--- config.mk ---
export PLATFORM = sky130hd
export DESIGN_NAME = tga_pixel_stream_decoder_unit_flat
export DESIGN_NICKNAME = d
export VERILOG_FILES = /design/src/rtl/tpsd_pkg.sv /design/src/rtl/tpsd_in_if.sv /design/src/rtl/tpsd_out_if.sv /design/src/rtl/tga_pixel_stream_decoder_unit.sv /design/src/flat_wrapper.sv
export VERILOG_INCLUDE_DIRS = /design/src /design/src/rtl
export SDC_FILE = /design/constraint.sdc
export NUM_CORES = 1
export LEC_CHECK = 0
export BUFFER_PORTS_ARGS = -buffer_cell sky130_fd_sc_hd__buf_2
export CORE_AREA = 2 2 128 154
export DETAILED_ROUTE_END_ITERATION = 12
export DIE_AREA = 0 0 130 156
export PLACE_DENSITY = 0.82
export SLEW_MARGIN = 20
export SYNTH_ARGS = -nofsm -noshare
export SYNTH_HDL_FRONTEND = slang
export SYNTH_SLANG_ARGS = --single-unit
export TNS_END_PERCENT = 10
--- constraint.sdc ---
create_clock -name clk -period 8.7 [get_ports clk]
set_clock_uncertainty 0.15 [all_clocks]
set_input_delay 0.435 -clock clk [delete_from_list [all_inputs] [get_ports clk]]
set_output_delay 0.435 -clock clk [all_outputs]
set_load 0.01 [all_outputs]
--- src/rtl/tga_pixel_stream_decoder_unit_macros.svh ---
// Assertion macros used by the TGA pixel stream decoder unit.
`ifndef TGA_PIXEL_STREAM_DECODER_UNIT_MACROS_SVH
`define TGA_PIXEL_STREAM_DECODER_UNIT_MACROS_SVH

// Same-cycle implication, checked on the rising edge of clk outside reset.
`define TPSD_ASSERT_NOW(label, ante, cons) \
  label: assert property (@(posedge clk) disable iff (!rst_n) (ante) |-> (cons)) \
    else $error("tpsd assertion failed");

// Next-cycle implication, checked on the rising edge of clk outside reset.
`define TPSD_ASSERT_NEXT(label, ante, cons) \
  label: assert property (@(posedge clk) disable iff (!rst_n) (ante) |=> (cons)) \
    else $error("tpsd assertion failed");

`endif

--- src/rtl/tpsd_pkg.sv ---
// Package with the shared widths, constants and register indexes of the TGA decoder.
package tpsd_pkg;

  localparam int INDEX_WIDTH = 24;

  localparam int COUNT_W = 25;
  localparam int BYTE_W  = 8;
  localparam int PIXEL_W = 32;
  localparam int REP_W   = 8;
  localparam int START_W = 24;
  localparam int CFG_IDX_W = 2;

  localparam logic [COUNT_W-1:0] INDEX_MASK =
    COUNT_W'((64'd1 << INDEX_WIDTH) - 64'd1);

  localparam logic [BYTE_W-1:0] COUNT_MASK  = 8'h7f;
  localparam logic [BYTE_W-1:0] OPAQUE_ALPHA = 8'hff;

  typedef enum logic [CFG_IDX_W-1:0] {
    REG_PIXEL_COUNT = 2'd0,
    REG_RLE_MODE    = 2'd1,
    REG_DEPTH_IS_32 = 2'd2
  } cfg_reg_t;

endpackage

--- src/rtl/tpsd_in_if.sv ---
// Input channel interface: one pixel-data byte per item.
interface tpsd_in_if;
  logic                          valid;
  logic                          ready;
  logic [tpsd_pkg::BYTE_W-1:0]   data_byte;
  logic                          image_start;

  modport source (output valid, output data_byte, output image_start, input ready);
  modport sink   (input valid, input data_byte, input image_start, output ready);
endinterface

--- src/rtl/tpsd_out_if.sv ---
// Result channel interface: one pixel value with its repeat count and index per item.
interface tpsd_out_if;
  logic                          valid;
  logic                          ready;
  logic [tpsd_pkg::PIXEL_W-1:0]  pixel;
  logic [tpsd_pkg::REP_W-1:0]    repeat_res;
  logic [tpsd_pkg::START_W-1:0]  start_index;
  logic                          last;

  modport source (output valid, output pixel, output repeat_res, output start_index,
                  output last, input ready);
  modport sink   (input valid, input pixel, input repeat_res, input start_index,
                  input last, output ready);
endinterface

--- src/rtl/tga_pixel_stream_decoder_unit.sv ---
// Top level of the TGA pixel stream decoder: byte stream in, pixel runs out.
// A result passes the input register, then the result register, to reach out_ch.
// Throughput: one byte item per cycle; a byte that completes a pixel stalls while
// a result waits on out_ch, but a byte that completes no pixel moves on even then.
// Reset (rst_n low, synchronous) sets pixel_count to 1, both mode bits to 0,
// clears both pipeline registers and leaves the decoder waiting for a packet header.
`include "tga_pixel_stream_decoder_unit_macros.svh"

module tga_pixel_stream_decoder_unit (
  input  logic                                clk,
  input  logic                                rst_n,
  tpsd_in_if.sink                             in_ch,
  tpsd_out_if.source                          out_ch,
  input  logic                                cfg_we,
  input  logic [tpsd_pkg::CFG_IDX_W-1:0]      cfg_index,
  input  logic [tpsd_pkg::COUNT_W-1:0]        cfg_wdata
);

  // Configuration registers.
  logic [tpsd_pkg::COUNT_W-1:0] pix_count_r;
  logic                         rle_mode_r;
  logic                         depth32_r;

  // Input register stage.
  logic                         in_valid_r;
  logic [tpsd_pkg::BYTE_W-1:0]  byte_r;
  logic                         start_r;

  // Decoder state.
  logic                         exp_hdr_r,   exp_hdr_nxt;
  logic                         run_pkt_r,   run_pkt_nxt;
  logic [7:0]                   pkt_left_r,  pkt_left_nxt;
  logic [1:0]                   bip_r,       bip_nxt;
  logic [23:0]                  partial_r,   partial_nxt;
  logic [tpsd_pkg::COUNT_W-1:0] done_cnt_r,  done_cnt_nxt;
  logic                         img_fin_r,   img_fin_nxt;

  // Result register.
  logic                         out_valid_r;
  logic [tpsd_pkg::PIXEL_W-1:0] out_pixel_r, out_pixel_nxt;
  logic [tpsd_pkg::REP_W-1:0]   out_rep_r,   out_rep_nxt;
  logic [tpsd_pkg::START_W-1:0] out_start_r, out_start_nxt;
  logic                         out_last_r,  out_last_nxt;

  logic has_result;
  logic out_free;
  logic s1_fire;
  logic in_fire;

  // The item in the input register leaves when it produces nothing or the
  // result register is free (empty, or being drained this cycle).
  assign out_free = !out_valid_r || out_ch.ready;
  assign s1_fire  = in_valid_r && (!has_result || out_free);
  assign in_ch.ready = !in_valid_r || s1_fire;
  assign in_fire  = in_ch.valid && in_ch.ready;

  // Configuration writes; indexes past the list are dropped.
  always_ff @(posedge clk) begin
    if (!rst_n) begin
      pix_count_r <= tpsd_pkg::COUNT_W'(1);
      rle_mode_r  <= 1'b0;
      depth32_r   <= 1'b0;
    end else if (cfg_we) begin
      case (tpsd_pkg::cfg_reg_t'(cfg_index))
        tpsd_pkg::REG_PIXEL_COUNT: pix_count_r <= cfg_wdata;
        tpsd_pkg::REG_RLE_MODE:    rle_mode_r  <= cfg_wdata[0];
        tpsd_pkg::REG_DEPTH_IS_32: depth32_r   <= cfg_wdata[0];
        default: ;
      endcase
    end
  end

  // Input register.
  always_ff @(posedge clk) begin
    if (!rst_n) begin
      in_valid_r <= 1'b0;
    end else if (in_ch.ready) begin
      in_valid_r <= in_ch.valid;
    end
  end

  always_ff @(posedge clk) begin
    if (in_fire) begin
      byte_r  <= in_ch.data_byte;
      start_r <= in_ch.image_start;
    end
  end

  // Decode pass: every decision for one byte is made here.
  always_comb begin
    logic                         c_exp_hdr;
    logic                         c_run_pkt;
    logic [7:0]                   c_pkt_left;
    logic [1:0]                   c_bip;
    logic [23:0]                  c_partial;
    logic [tpsd_pkg::COUNT_W-1:0] c_done;
    logic                         c_fin;
    logic                         complete;
    logic [tpsd_pkg::COUNT_W-1:0] remaining;
    logic [7:0]                   rep;
    logic [7:0]                   left_dec;

    // An image_start byte sees the cleared state.
    c_exp_hdr  = start_r ? 1'b1 : exp_hdr_r;
    c_run_pkt  = start_r ? 1'b0 : run_pkt_r;
    c_pkt_left = start_r ? 8'd0 : pkt_left_r;
    c_bip      = start_r ? 2'd0 : bip_r;
    c_partial  = start_r ? 24'd0 : partial_r;
    c_done     = start_r ? '0 : done_cnt_r;
    c_fin      = start_r ? 1'b0 : img_fin_r;

    exp_hdr_nxt  = c_exp_hdr;
    run_pkt_nxt  = c_run_pkt;
    pkt_left_nxt = c_pkt_left;
    bip_nxt      = c_bip;
    partial_nxt  = c_partial;
    done_cnt_nxt = c_done;
    img_fin_nxt  = c_fin;
    has_result   = 1'b0;

    complete  = (c_bip == 2'd3) || ((c_bip == 2'd2) && !depth32_r);
    remaining = pix_count_r - c_done;
    left_dec  = (c_pkt_left != 8'd0) ? (c_pkt_left - 8'd1) : 8'd0;

    rep = 8'd1;
    if (rle_mode_r && c_run_pkt) begin
      rep = (c_pkt_left == 8'd0) ? 8'd1 : c_pkt_left;
    end
    if ({{(tpsd_pkg::COUNT_W-8){1'b0}}, rep} > remaining) begin
      rep = remaining[7:0];
    end

    out_pixel_nxt = {tpsd_pkg::OPAQUE_ALPHA, c_partial};
    if (c_bip == 2'd2) begin
      out_pixel_nxt[23:16] = byte_r;
    end
    if (depth32_r && (c_bip == 2'd3)) begin
      out_pixel_nxt[31:24] = byte_r;
    end
    out_rep_nxt   = rep;
    out_start_nxt = tpsd_pkg::START_W'(c_done & tpsd_pkg::INDEX_MASK);
    out_last_nxt  = (c_done + {{(tpsd_pkg::COUNT_W-8){1'b0}}, rep}) >= pix_count_r;

    if (c_fin || (c_done >= pix_count_r)) begin
      // Image complete or empty: the byte is dropped.
    end else if (rle_mode_r && c_exp_hdr) begin
      run_pkt_nxt  = byte_r[7];
      pkt_left_nxt = (byte_r & tpsd_pkg::COUNT_MASK) + 8'd1;
      exp_hdr_nxt  = 1'b0;
    end else if (!complete) begin
      case (c_bip)
        2'd0:    partial_nxt[7:0]   = byte_r;
        2'd1:    partial_nxt[15:8]  = byte_r;
        default: partial_nxt[23:16] = byte_r;
      endcase
      bip_nxt = c_bip + 2'd1;
    end else begin
      has_result  = 1'b1;
      bip_nxt     = 2'd0;
      partial_nxt = 24'd0;
      if (rle_mode_r) begin
        if (c_run_pkt) begin
          pkt_left_nxt = 8'd0;
          exp_hdr_nxt  = 1'b1;
        end else begin
          pkt_left_nxt = left_dec;
          if (left_dec == 8'd0) begin
            exp_hdr_nxt = 1'b1;
          end
        end
      end
      done_cnt_nxt = c_done + {{(tpsd_pkg::COUNT_W-8){1'b0}}, rep};
      img_fin_nxt  = out_last_nxt;
    end
  end

  // Decoder state advances only when the registered byte moves on.
  always_ff @(posedge clk) begin
    if (!rst_n) begin
      exp_hdr_r  <= 1'b1;
      run_pkt_r  <= 1'b0;
      pkt_left_r <= 8'd0;
      bip_r      <= 2'd0;
      partial_r  <= 24'd0;
      done_cnt_r <= '0;
      img_fin_r  <= 1'b0;
    end else if (s1_fire) begin
      exp_hdr_r  <= exp_hdr_nxt;
      run_pkt_r  <= run_pkt_nxt;
      pkt_left_r <= pkt_left_nxt;
      bip_r      <= bip_nxt;
      partial_r  <= partial_nxt;
      done_cnt_r <= done_cnt_nxt;
      img_fin_r  <= img_fin_nxt;
    end
  end

  // Result register.
  always_ff @(posedge clk) begin
    if (!rst_n) begin
      out_valid_r <= 1'b0;
    end else if (out_free) begin
      out_valid_r <= s1_fire && has_result;
    end
  end

  always_ff @(posedge clk) begin
    if (out_free && s1_fire && has_result) begin
      out_pixel_r <= out_pixel_nxt;
      out_rep_r   <= out_rep_nxt;
      out_start_r <= out_start_nxt;
      out_last_r  <= out_last_nxt;
    end
  end

  assign out_ch.valid       = out_valid_r;
  assign out_ch.pixel       = out_pixel_r;
  assign out_ch.repeat_res  = out_rep_r;
  assign out_ch.start_index = out_start_r;
  assign out_ch.last        = out_last_r;

  // A result always covers at least one pixel.
  `TPSD_ASSERT_NOW(a_rep_nonzero, out_valid_r, out_rep_r != 8'd0)
  // A packet never holds more than 128 pixels.
  `TPSD_ASSERT_NOW(a_pkt_bound, 1'b1, pkt_left_r <= 8'd128)
  // A byte that stalls in the input register stays there.
  `TPSD_ASSERT_NEXT(a_s1_hold, in_valid_r && !s1_fire, in_valid_r)
  // A byte that finishes a pixel lands in the result register.
  `TPSD_ASSERT_NEXT(a_result_lands, s1_fire && has_result, out_valid_r)

endmodule

--- src/flat_wrapper.sv ---
// flat-port wrapper written by rule: the top's interface ports become plain ports
module tga_pixel_stream_decoder_unit_flat 
  (clk, rst_n, cfg_we, cfg_index, cfg_wdata, in_ch_valid, in_ch_data_byte, in_ch_image_start, in_ch_ready, out_ch_valid, out_ch_pixel, out_ch_repeat_res, out_ch_start_index, out_ch_last, out_ch_ready);
  tpsd_in_if in_ch_i ();
  tpsd_out_if out_ch_i ();
  input  logic clk;
  input  logic rst_n;
  input  logic cfg_we;
  input  logic [tpsd_pkg::CFG_IDX_W-1:0] cfg_index;
  input  logic [tpsd_pkg::COUNT_W-1:0] cfg_wdata;
  input wire logic [$bits(in_ch_i.valid)-1:0] in_ch_valid;
  input wire logic [$bits(in_ch_i.data_byte)-1:0] in_ch_data_byte;
  input wire logic [$bits(in_ch_i.image_start)-1:0] in_ch_image_start;
  output wire logic [$bits(in_ch_i.ready)-1:0] in_ch_ready;
  output wire logic [$bits(out_ch_i.valid)-1:0] out_ch_valid;
  output wire logic [$bits(out_ch_i.pixel)-1:0] out_ch_pixel;
  output wire logic [$bits(out_ch_i.repeat_res)-1:0] out_ch_repeat_res;
  output wire logic [$bits(out_ch_i.start_index)-1:0] out_ch_start_index;
  output wire logic [$bits(out_ch_i.last)-1:0] out_ch_last;
  input wire logic [$bits(out_ch_i.ready)-1:0] out_ch_ready;
  assign in_ch_i.valid = in_ch_valid;
  assign in_ch_i.data_byte = in_ch_data_byte;
  assign in_ch_i.image_start = in_ch_image_start;
  assign in_ch_ready = in_ch_i.ready;
  assign out_ch_valid = out_ch_i.valid;
  assign out_ch_pixel = out_ch_i.pixel;
  assign out_ch_repeat_res = out_ch_i.repeat_res;
  assign out_ch_start_index = out_ch_i.start_index;
  assign out_ch_last = out_ch_i.last;
  assign out_ch_i.ready = out_ch_ready;
  tga_pixel_stream_decoder_unit u_core (.clk(clk), .rst_n(rst_n), .in_ch(in_ch_i), .out_ch(out_ch_i), .cfg_we(cfg_we), .cfg_index(cfg_index), .cfg_wdata(cfg_wdata));
endmodule
==> impl_metrics.yaml, run 1 <==
detailed_routing:
  wl_per_cell_um: 19.1
  drtIter0Drc: 765
  drt_first_pass_iters: 6
  ant_nets: 0
  dr_total_vias: 9077
  viasPerCell: 6.15
  wl_um: 28100
  route.detailed.drc: 0
global_routing:
  grt_overflow: 0
  grt_util_all_layers_pct: 27.8
  grt_start_max_net_pins: 60
  use_met3_pct: 4.25
  antenna_found_initial: 0
  met2_usage_pct: 47.3
  top_usage_layer: "met2"
  grt_util_met1_pct: 33.7
  grt_pass1_vias: 8672
  grt_pass1_wl_um: 44200
floorplanning:
  core_um2: 18800
  die_w_um: 130
  start_util_pct: 53.1
  die_area_um2: 20300
  die_y_um: 156
  row_count: 55
  io_pins: 108
sta:
  tightest_slew_ns: 1.08
  maxSlewViolCount: 0
  hold_viol_final: 0
  fmax_mhz: 119
  maxSlewHeadroom_pct: 28.1
  tns_ns: 0
  fin_crit_sh_pct: 96.5
  setup_viol: 0
  fin_crit_ns: 8.39
place:
  dpl_cell_area_um2: 10800
  io_buffers: 107
  hpwl_um: 20600
  gp_congestion: 0.992
synth:
  seq_area_frac_synth_pct: 40.5
  ys_ff_latch: 165
  synth_edf_count: 74
  yosysUniqueCellTypes: 81
  yosysWarnings: 0
  yosysTopAreaCellShare_pct: 22.3
  synth_nets: 1228
  syn_inst: 1111
  synth_ff_type: "dfxtp_1"
  async_reset_ff_share_pct: 0
  syn_area_um2: 9980
  yosysMostFrequentCell: "nand2_1"
  ys_top_cells_by_count: "nand2_1, dfxtp_1, a21oi_1, inv_1"
  synth_top_area_cell: "edfxtp_1"
  synth.avg_cell_area_um2: 8.98
  synth_area_leaders: "edfxtp_1, dfxtp_1, ha_1, nand2_1, a21oi_1"
finish:
  drive_gt1_share_pct: 16.1
  utilization_pct: 61.0
  final_nets: 1323
  seqCellArea_um2: 4040
  num_antenna_cells: 0
  syn2layout_area_growth_pct: 14.8
  multi_input_area_um2: 5500
  finish.instance_area_um2: 11500
  final.fill_count: 1612
clock_tree:
  htreeDepth: 4
  clock_path_buffers: 2
  tritoncts: "yes"
  cts_root_buf: "clkbuf_16"
  cts.hold.buffers_added: 0
  clkSlewWorstSetupHoldPaths_ns: 0.08
  clock-sinks: 165
  cts_buffers: 17
  clk_latency_ns: 0.44
setup_path:
  slowest_stage: "edfxtp_1"
  cp-end-kind: "register"
  cpPeakStageDelay_ns: 0.43
  cpMostUsedCell: "nand4_1"
  r2r_setup_slack_ns: 0.31
  reg2reg_depth: 36
  cp.required_ns: 8.94
  worst_setup_path_start_kind: "register"
  path_max_fanout: 34
  r2r_end: "u_core.img_fin_r"
  path_class: "reg -> reg"
  rr_startpoint: "u_core.start_r"
  arrival_ns: 8.63
power_and_ir_drop:
  finalPower_mw: 1.87
  p_per_area_nw_per_um2: 163
  power.leakage_nw: 4.71
  peakVddDrop_v: 0.000104
run_status:
  status: "finished, final reports clean"
hold_path:
  hp-start: "in_ch_data_byte[6]"
  min_to: "u_core.byte_r[6]"
  hold_path.class: "in -> reg"
  hold_path_depth: 1
run:
  drv_cap: 0
power breakdown:
part / internal [mW] / total [mW] / switching, mW
Clock: 0.401 / 0.785 / 0.384
Combinational: 0.0939 / 0.251 / 0.157
Sequential: 0.817 / 0.834 / 0.0175
Total: 1.31 / 1.87 / 0.559
flip-flops by register name (all words and copies together) (netlist names), 8 cells and up:
signal / cells
u_core.done_cnt_r: 25
u_core.out_ch.pixel: 32
u_core.out_ch.start_index: 24
u_core.partial_r: 24
u_core.byte_r: 8
u_core.pix_count_r: 25
u_core.out_ch.repeat_res: 8
u_core.pkt_left_r: 8
timing repair:
item                       CTS  global route
setup endpoints to repair    2             2
gates cloned                 0             0
pin swaps                    0             0
resized for setup            1            14
setup buffers                0             0
layout by cell type, fill, tap and decap left out, drive strengths merged, types with 7 or more instances in the layout:
cell	instances
a21oi	91
nand3	26
ha	74
a31oi	15
dfxtp	91
o22ai	8
o211ai	7
nor2	39
a21o	27
a21boi	8
nor3	20
nor2b	40
or3	12
o21a	10
o21ai	61
nor4	9
and2	11
a22o	33
or2	9
edfxtp	74
nand4	25
xnor2	29
xor2	11
nand2b	8
nand2	150
and3	9
inv	92
buf	122
clkbuf	17
mux2i	12
worst max path at each step:
stage	from	to	slack (ns)
after detailed placement	u_core.start_r	u_core.img_fin_r	0.01
after floorplan	u_core.start_r	u_core.img_fin_r	0.49
final	u_core.start_r	u_core.img_fin_r	0.31
after global routing	u_core.start_r	u_core.img_fin_r	-0.03
after CTS	u_core.start_r	u_core.img_fin_r	0.02
after global placement	u_core.start_r	u_core.img_fin_r	0.50
area by class of cell:
| class | instances | area share (%) |
|---|---|---|
| multi-input combinational | 818 | 48.0 |
| sequential | 165 | 35.3 |
| timing repair buffer | 122 | 5.72 |
| clock buffer | 17 | 3.71 |
| tap | 256 | 2.80 |
| inverter | 82 | 2.69 |
| clock inverter | 15 | 1.80 |
worst max-delay path: cells and delay by family (launching register included):
family / cells / cell delay (ns)
adders and majority gates: 4 / 1.33
DFF: 1 / 0.43
and+or+nand+nor: 16 / 2.99
AOI/OAI and AO/OA: 10 / 2.06
xor gates and xnor gates: 1 / 0.19
muxes: 1 / 0.31
buffers and inverters: 4 / 0.90
metrics by stage:
step / worst slack [ns] / instances / hold WS (ns)
floorplan: 0.488 / 1111 / 0.285
global placement: 0.502 / 1443 / 0.301
detailed placement: 0.0123 / 1443 / 0.300
CTS: 0.0153 / 1475 / 0.00524
global route: -0.0326 / 1475 / 0.00456
finish: 0.308 / 1475 / 0.0181
per-layer routing:
layer | vias to the layer above | wire, µm
met1 | 4300 | 11200
met4 | 0 | 1520
met3 | 108 | 1730
met5 | - | 0
met2 | 456 | 13700
li1 | 4213 | -
logic make-up after synthesis:
logic type               after synthesis  synth area share (%)
AO/OA/AOI/OAI                        312                  20.8
XOR/XNOR                              40                  3.51
adder cells (fa/ha/maj)               76                  9.68
buffers and inverters                128                  4.94
flip-flops                           165                  40.5
multiplexers                          15                  1.58
AND/OR/NAND/NOR                      375                  19.0
No activity file was read; power rests on OpenSTA's default activity.
==> run 2, diff against run 1 <==
==> constraint.sdc (replaced) <==
create_clock -name clk -period 7.21 [get_ports clk]
set_clock_uncertainty 0.15 [all_clocks]
set_input_delay 0.3605 -clock clk [delete_from_list [all_inputs] [get_ports clk]]
set_output_delay 0.3605 -clock clk [all_outputs]
set_load 0.01 [all_outputs]
==> run 2 against run 1 <==
  * The flow now finishes with violations (setup timing)
  * Die area unchanged
  * Non-clock buffer count up 149
  * Sequential power up 21%
  * Global-route usage up 2.3 points
  * Core utilization up 7.5 points
  * First-iteration DRC count up 23%
  * Worst hold slack worse by 0.016 ns
  * Count of clock-buffer cells in the layout unchanged
  * Highest routed layer unchanged
  * Critical path depth up 1
  * Register-to-register slack worse by 0.57 ns
  * Critical path type unchanged
==> impl_metrics.yaml, run 2 (synthesized netlist as in run 1, its figures left out) <==
sta:
  fin_crit_ns: 7.47
  fin_crit_sh_pct: 104
  maxSlewHeadroom_pct: 28.4
  setup_slack_ns: -0.261
  tns_ns: -0.483
  tightest_slew_ns: 1.07
  hold_viol_final: 0
  maxSlewViolCount: 0
  setup_viol: 2
  hold_slack_ns: 0.00221
  rsz0062_at_grt: "true"
  fmax_mhz: 134
place:
  numPlacedInstances: 1555
  io_buffers: 107
  gp_congestion: 1.01
  place_ws_ns: -0.225
  hpwl_um: 22500
  dpl_cell_area_um2: 11700
global_routing:
  grt_util_all_layers_pct: 30.1
  antenna_found_initial: 1
  grt_pass1_vias: 9133
  grt_overflow: 0
  grt_pass1_wl_um: 47300
  grt_start_max_net_pins: 40
clock_tree:
  cts_buffers: 17
  clk_latency_ns: 0.45
  tritoncts: "yes"
  clock-sinks: 165
  clock_path_buffers: 2
  htreeDepth: 4
  cts_root_buf: "clkbuf_16"
  clkSlewWorstSetupHoldPaths_ns: 0.08
finish:
  drive_gt1_share_pct: 25.4
  layout_common_cells: "nand2_1, buf_4, buf_2, dfxtp_1, a21oi_1"
  finish.instance_area_um2: 12900
  final_common_cell: "nand2_1"
  utilization_pct: 68.4
  final_nets: 1472
  num_antenna_cells: 0
  fin_cells: 1624
  largest_reg_flops: 32
  syn2layout_area_growth_pct: 28.9
floorplanning:
  core_um2: 18800
  die_w_um: 130
  die_area_um2: 20300
  row_count: 55
  start_util_pct: 53.1
  io_pins: 108
  die_y_um: 156
setup_path:
  cp-end-kind: "register"
  cpPeakStageDelay_ns: 0.48
  worst_setup_path_start_kind: "register"
  cp.required_ns: 7.42
  path_max_fanout: 7
  slowest_stage: "edfxtp_1"
  reg2reg_depth: 37
  cp_top_family: "compound AO/OA/AOI/OAI gates"
  arrival_ns: 7.68
  cp.buffers_inverters: 4
  crit_cells: 37
  path_class: "reg -> reg"
  cpMostUsedCell: "nand4_1"
run_status:
  status: "complete, but fails checks"
  violations: "setup timing"
detailed_routing:
  drtIter0Drc: 938
  viasPerCell: 5.97
  wl_um: 30800
  wl_per_cell_um: 19.0
  drt_first_pass_iters: 5
  route.detailed.drc: 0
  ant_nets: 0
  dr_total_vias: 9702
power_and_ir_drop:
  p_per_area_nw_per_um2: 183
  peakVddDrop_v: 0.000170
  power.leakage_nw: 5.47
  finalPower_mw: 2.35
hold_path:
  hold_path_depth: 3
  hold_path.class: "in -> reg"
run:
  drv_cap: 0
[run 2: changes by cell type in the layout (fill, tap and decap cells not counted), sizes merged]
cell / previous run / this run
dlygate4sd3: 0 / 26
clkinv: 5 / 7
inv: 92 / 90
buf: 122 / 245
[run 2: worst paths after layout]
| check | from | slack, ns | to |
|---|---|---|---|
| max reg2reg | u_core.start_r | -0.26 | u_core.img_fin_r |
| min reg2reg | u_core.partial_r[6] | 0.33 | u_core.partial_r[6] |
| min | cfg_wdata[1] | 0.002 | u_core.pix_count_r[1] |
| max | u_core.start_r | -0.26 | u_core.img_fin_r |
[run 2: power by group]
| group | total, mW | switching [mW] | internal, mW | leakage (nW) |
|---|---|---|---|---|
| Sequential | 1.01 | 0.0212 | 0.986 | 1.34 |
| Combinational | 0.378 | 0.210 | 0.168 | 3.83 |
| Clock | 0.967 | 0.483 | 0.484 | 0.307 |
| Total | 2.35 | 0.714 | 1.64 | 5.47 |
[run 2: timing repair]
| item | in CTS | in global routing |
|---|---|---|
| hold buffers | 26 | 0 |
| hold endpoints to repair | 26 | 0 |
| gates resized for setup | 9 | 21 |
| pin swaps | 17 | 17 |
| buffers inserted | 7 | 4 |
| setup endpoints to repair | 2 | 2 |
| cloned | 0 | 0 |
[run 2: cell type report]
cell class | count | area [µm²]
Clock buffer | 17 | 425
Clock inverter | 15 | 216
Fill cell | 1387 | 5930
Inverter | 82 | 310
Multi-Input combinational cell | 818 | 5680
Sequential cell | 165 | 4040
Tap cell | 256 | 320
Timing Repair Buffer | 271 | 1860
[run 2: worst register-to-register path: cells and delay by family (launching register included)]
| family | cells | cell delay, ns |
|---|---|---|
| AOI/OAI and AO/OA | 12 | 2.12 |
| and+or+nand+nor | 13 | 2.05 |
| DFF | 1 | 0.48 |
| adders and majority gates | 5 | 1.52 |
| xor gates and xnor gates | 2 | 0.25 |
| buffers and inverters | 4 | 0.52 |
| muxes | 1 | 0.28 |
[run 2: metal layers]
metal	part of all wire [%]	wire length, µm	track usage (%)
met1	38	11700	35.2
met2	49	15200	51.8
met3	6.7	2060	5.42
met4	5.9	1830	16.6
met5	0	0	0
